==> src/hw/rtl/tscs_pkg.sv <==
package tscs_pkg;

	typedef enum logic [1:0] {
		KIND_LAY   = 2'd0,
		KIND_CLOSE = 2'd1,
		KIND_TICK  = 2'd2,
		KIND_NONE  = 2'd3
	} kind_t;

	typedef enum logic [2:0] {
		ST_IGNORED = 3'd0,
		ST_ADDED   = 3'd1,
		ST_CLOSE   = 3'd2,
		ST_OPENED  = 3'd3,
		ST_NOFREE  = 3'd4,
		ST_TICK    = 3'd5
	} status_t;

	localparam logic [1:0] REG_ENABLE  = 2'd0;
	localparam logic [1:0] REG_SPACING = 2'd1;
	localparam logic [1:0] REG_LIFE    = 2'd2;
	localparam logic [1:0] REG_MAX     = 2'd3;

	typedef enum logic [3:0] {
		CMD_NONE,
		CMD_DECODE,
		CMD_DIST,
		CMD_SUM,
		CMD_APPEND,
		CMD_TICK_INIT,
		CMD_TICK_RD,
		CMD_TICK_WR,
		CMD_TICK_CHAIN,
		CMD_RESULT
	} cmd_op_t;

	typedef struct packed {
		cmd_op_t op;
	} cmd_t;

	typedef struct packed {
		logic    do_append;
		logic    is_tick;
		logic    tick_chain_done;
		logic    tick_all_done;
		logic    tick_sample_last;
	} stat_t;

endpackage

==> src/hw/rtl/tscs_ctrl.sv <==
module tscs_ctrl (
	input  logic          clk,
	input  logic          arst_n,
	input  logic          start,
	output logic          busy,
	input  tscs_pkg::stat_t stat,
	output tscs_pkg::cmd_t  cmd
);
	import tscs_pkg::*;

	typedef enum logic [3:0] {
		S_IDLE, S_DECODE, S_DIST, S_SUM, S_APPEND,
		S_TINIT, S_TRD, S_TWR, S_TCHAIN, S_RESULT
	} state_t;

	state_t state_q;

	always_ff @(posedge clk or negedge arst_n) begin
		if (!arst_n) begin
			state_q <= S_IDLE;
		end else begin
			unique case (state_q)
				S_IDLE:   if (start) state_q <= S_DECODE;
				S_DECODE: state_q <= stat.is_tick ? S_TINIT : S_DIST;
				S_DIST:   state_q <= S_SUM;
				S_SUM:    state_q <= stat.do_append ? S_APPEND : S_RESULT;
				S_APPEND: state_q <= S_RESULT;
				S_TINIT: begin
					if (stat.tick_all_done) state_q <= S_RESULT;
					else if (stat.tick_chain_done) state_q <= S_TCHAIN;
					else state_q <= S_TRD;
				end
				S_TRD:    state_q <= S_TWR;
				S_TWR:    state_q <= stat.tick_sample_last ? S_TCHAIN : S_TRD;
				S_TCHAIN: state_q <= stat.tick_all_done ? S_RESULT : S_TINIT;
				S_RESULT: state_q <= S_IDLE;
				default:  state_q <= S_IDLE;
			endcase
		end
	end

	assign busy = (state_q != S_IDLE);

	always_comb begin
		unique case (state_q)
			S_IDLE:   cmd.op = start ? CMD_DECODE : CMD_NONE;
			S_DECODE: cmd.op = CMD_DIST;
			S_DIST:   cmd.op = CMD_SUM;
			S_SUM:    cmd.op = CMD_NONE;
			S_APPEND: cmd.op = CMD_APPEND;
			S_TINIT:  cmd.op = CMD_TICK_INIT;
			S_TRD:    cmd.op = CMD_TICK_RD;
			S_TWR:    cmd.op = CMD_TICK_WR;
			S_TCHAIN: cmd.op = CMD_TICK_CHAIN;
			S_RESULT: cmd.op = CMD_RESULT;
			default:  cmd.op = CMD_NONE;
		endcase
	end

`ifndef SYNTHESIS
	a_start_leaves_idle: assert property (@(posedge clk) disable iff (!arst_n)
		(state_q == S_IDLE && start) |=> (state_q == S_DECODE))
		else $error("start not taken");
	a_result_to_idle: assert property (@(posedge clk) disable iff (!arst_n)
		(state_q == S_RESULT) |=> (state_q == S_IDLE))
		else $error("result not followed by idle");
	a_append_result: assert property (@(posedge clk) disable iff (!arst_n)
		(state_q == S_APPEND) |=> (state_q == S_RESULT))
		else $error("append not followed by result");
`endif

endmodule

==> config.mk <==
export PLATFORM = sky130hd
export DESIGN_NAME = tscs_ctrl
export DESIGN_NICKNAME = d
export VERILOG_FILES = /design/src/hw/rtl/tscs_pkg.sv /design/src/hw/rtl/tscs_ctrl.sv
export SDC_FILE = /design/constraint.sdc
export NUM_CORES = 1
export LEC_CHECK = 0
export ABC_AREA = 1
export BUFFER_PORTS_ARGS = -buffer_cell sky130_fd_sc_hd__buf_2
export CORE_AREA = 2 2 39 41
export DETAILED_ROUTE_END_ITERATION = 8
export DIE_AREA = 0 0 41 43
export GPL_ROUTABILITY_DRIVEN = 0
export PLACE_DENSITY = 0.62
export SLEW_MARGIN = 25
export SYNTH_ARGS = -nofsm -noshare
export SYNTH_HDL_FRONTEND = slang
export SYNTH_SLANG_ARGS = --single-unit
export TNS_END_PERCENT = 100
==> constraint.sdc <==
create_clock -name clk -period 1.1 [get_ports clk]
set_input_delay 0 -clock clk [delete_from_list [all_inputs] [get_ports clk]]
set_output_delay 0 -clock clk [all_outputs]
set_load 0.05 [all_outputs]
==> impl_metrics.py <==
metrics = {
    "power": {
        "peakVddDrop_mv": 1.681,
        "comb_power_share": 0.811,
        "p_sw_frac": 0.4921,
        "powerDensity_nw_per_um2": 3288,
        "internal-power_uw": 1348,
        "p_sw_uw": 1306,
        "p_leak_uw": 0.0003870,
        "clock_power_share": 0.066,
        "power.share.sequential": 0.123,
    },
    "route": {
        "dr.pass1.iters": 4,
        "wl_per_cell_um": 12.16,
        "final_antenna_net_count": 0,
        "totalWireLength_mm": 1.350,
        "drc": 0,
        "vias_per_cell": 4.883,
        "drt_iter0_drc": 10,
        "vias": 542,
    },
    "timing": {
        "timing.final.crit_share": 1.245,
        "skew_ns": 0.003198,
        "clock.fmax_mhz": 730.4,
        "finalHoldViolCount": 0,
        "hold_slack_ns": 0.06817,
        "setup_tns_ns": -1.245,
        "setup_viol": 9,
        "rsz0062_at_grt": "yes",
        "slew_headroom": 0.8306,
        "maxSlewViolCount": 0,
        "setup_slack_ns": -0.2690,
        "worst_pin_slew_ns": 0.2524,
        "layout_min_cycle_time_ns": 1.369,
    },
    "synthesis": {
        "syn_area_per_cell_um2": 6.277,
        "syn_area_um2": 370.4,
        "synth_top_area_share": 0.2703,
        "syn_nets": 67,
        "yosys_warnings": 0,
        "ys_seq_area_frac": 0.2703,
        "synth_top_cell_by_area": "dfrtp_1",
        "synth_cells": 59,
        "synthTopCellsByArea": "dfrtp_1, nand3_1, nand2_1",
        "ys_seq_elements": 4,
        "synth_cell_types": 13,
    },
    "critical_path": {
        "start_kind": "flip-flop",
        "cpPeakStageDelay_ns": 0.44,
        "critPathArrivalTime_ns": 1.37,
        "crit_required_ns": 1.10,
        "critPathMaxFanout": 4,
        "crit_chain": "nor2_4, buf_4, nand3_2, nand3_4, buf_8",
        "criticalPathCategory": "flip-flop to primary output",
        "cp_slowest_cell": "dfrtp_2",
        "end_kind": "primary output",
    },
    "clocking": {
        "root_buffer": "clkbuf_4",
        "clock-sinks": 4,
        "numCtsBuffers": 3,
        "insertion_delay_ns": 0.23,
        "tritoncts": "yes",
        "htreeDepth": 1,
        "clkTransAtPathRegs_ns": 0.03,
        "clock_tree.buffer_depth": 2,
    },
    "placed_design": {
        "post-dp-hpwl_um": 897.9,
        "portBuffers": 12,
        "dpl_cell_area_um2": 583.1,
    },
    "outcome": {
        "status": "finished, violations left",
        "violations": "setup timing",
    },
    "layout": {
        "antenna_cells": 0,
        "largest_reg_flops": 4,
        "most-common-layout-cells": "buf_4, nand3_1, nor2_4, nand2_1, buf_2",
        "top_register": "state_q",
        "finish.instance_area_um2": 807.0,
        "drive_gt1_frac": 0.6632,
        "final.fill_count": 122,
        "final_common_cell": "buf_4",
        "area_delta_synth_final_pct": 117.9,
        "fin_nets": 105,
        "reg.largest.list": "state_q: 4 flops",
    },
    "global_routing": {
        "grt_max_degree": 8,
        "grt_pass1_wl_mm": 1.883,
        "antenna_found_initial": 0,
        "overflow": 0,
        "grt_pass1_vias": 472,
        "track_usage": 0.1616,
    },
    "floorplanning": {
        "dieArea_um2": 1763,
        "core_um2": 1384,
        "die_w_um": 41,
        "row_count": 14,
        "ioPinCount": 13,
        "start_util": 0.2676,
        "die_y_um": 43,
    },
    "worst_hold_path": {
        "min_path_type": "input pin to flip-flop",
    },
    "job": {
        "cap_violations": 0,
    },
}
[path summary, 6_finish.rpt]
path	start	endpoint	slack, ns	cells past startpoint
max	state_q[3]	cmd[1]	-0.27	5
min in group asynchronous	arst_n	state_q[0]	0.10	2
min reg2reg	state_q[2]	state_q[2]	0.77	4
max reg2reg	state_q[3]	state_q[0]	-0.12	7
min	stat[0]	state_q[3]	0.07	3
max in group asynchronous	arst_n	state_q[2]	0.87	2
[synthesized netlist by cell type]
cell type,number
nand3_1,13
nand2_1,11
nor2_1,11
inv_1,6
dfrtp_1,4
o21ai_0,4
nor2_4,3
nand4_1,2
and2_1,1
buf_4,1
nand2_2,1
nand3b_1,1
or2_0,1
[cell type report]
class | count | area [µm²] | area share
clock buffer | 3 | 22.52 | 0.02791
timing repair buffer | 34 | 300.3 | 0.3721
tap | 16 | 20.02 | 0.02481
multi-input combinational | 48 | 337.8 | 0.4186
sequential | 4 | 103.9 | 0.1287
inverter | 6 | 22.52 | 0.02791
[critical path, delay by kind of cell, from the launching register on]
family	cells	cell delay, ns
buffers and inverters	2	0.29
and+or+nand+nor	3	0.41
DFF	1	0.44
[stage by stage]
| stage | cells | util | power (µW) | setup slack (ns) |
|---|---|---|---|---|
| global placement | 98 | 0.4213 | 1786 | -0.1877 |
| finish | 111 | 0.5832 | 2653 | -0.2690 |
| floorplan | 59 | - | 1342 | -0.1990 |
| CTS | 108 | 0.5443 | 2458 | -0.2583 |
| detailed placement | 98 | 0.4213 | 1795 | -0.1749 |
| global route | 111 | 0.5832 | 2794 | -0.3242 |
[power groups by stage]
stage	combinational [µW]	clock, µW	sequential (µW)
CTS	1960	180	321
floorplan	1060	0	286
global route	2280	183	336
global placement	1480	0	307
finish	2150	175	327
detailed placement	1490	0	308
[metal layers]
layer / share of wire / track usage / vias to the layer above
met5: 0 / 0 / -
met4: 0.023 / 0.1133 / 0
met3: 0.021 / 0.03141 / 6
met2: 0.56 / 0.2406 / 12
met1: 0.40 / 0.1967 / 256
li1: - / - / 268
[repair_timing]
item | 4_1_cts | 5_1_grt
resized for setup | 33 | 10
endpoints found under the hold margin | 4 | 0
setup buffers | 6 | 4
hold buffers | 1 | 0
setup endpoints to repair | 9 | 9
pin swaps | 6 | 5
[logic make-up (layout without fill, tap and decap cells)]
group	count (synthesis)	after routing	synth area share
and+or+nand+nor	44	44	0.5946
buffers and inverters	7	43	0.08108
AOI/OAI and AO/OA	4	4	0.05406
DFF	4	4	0.2703
(Power assumes the default switching activity.)
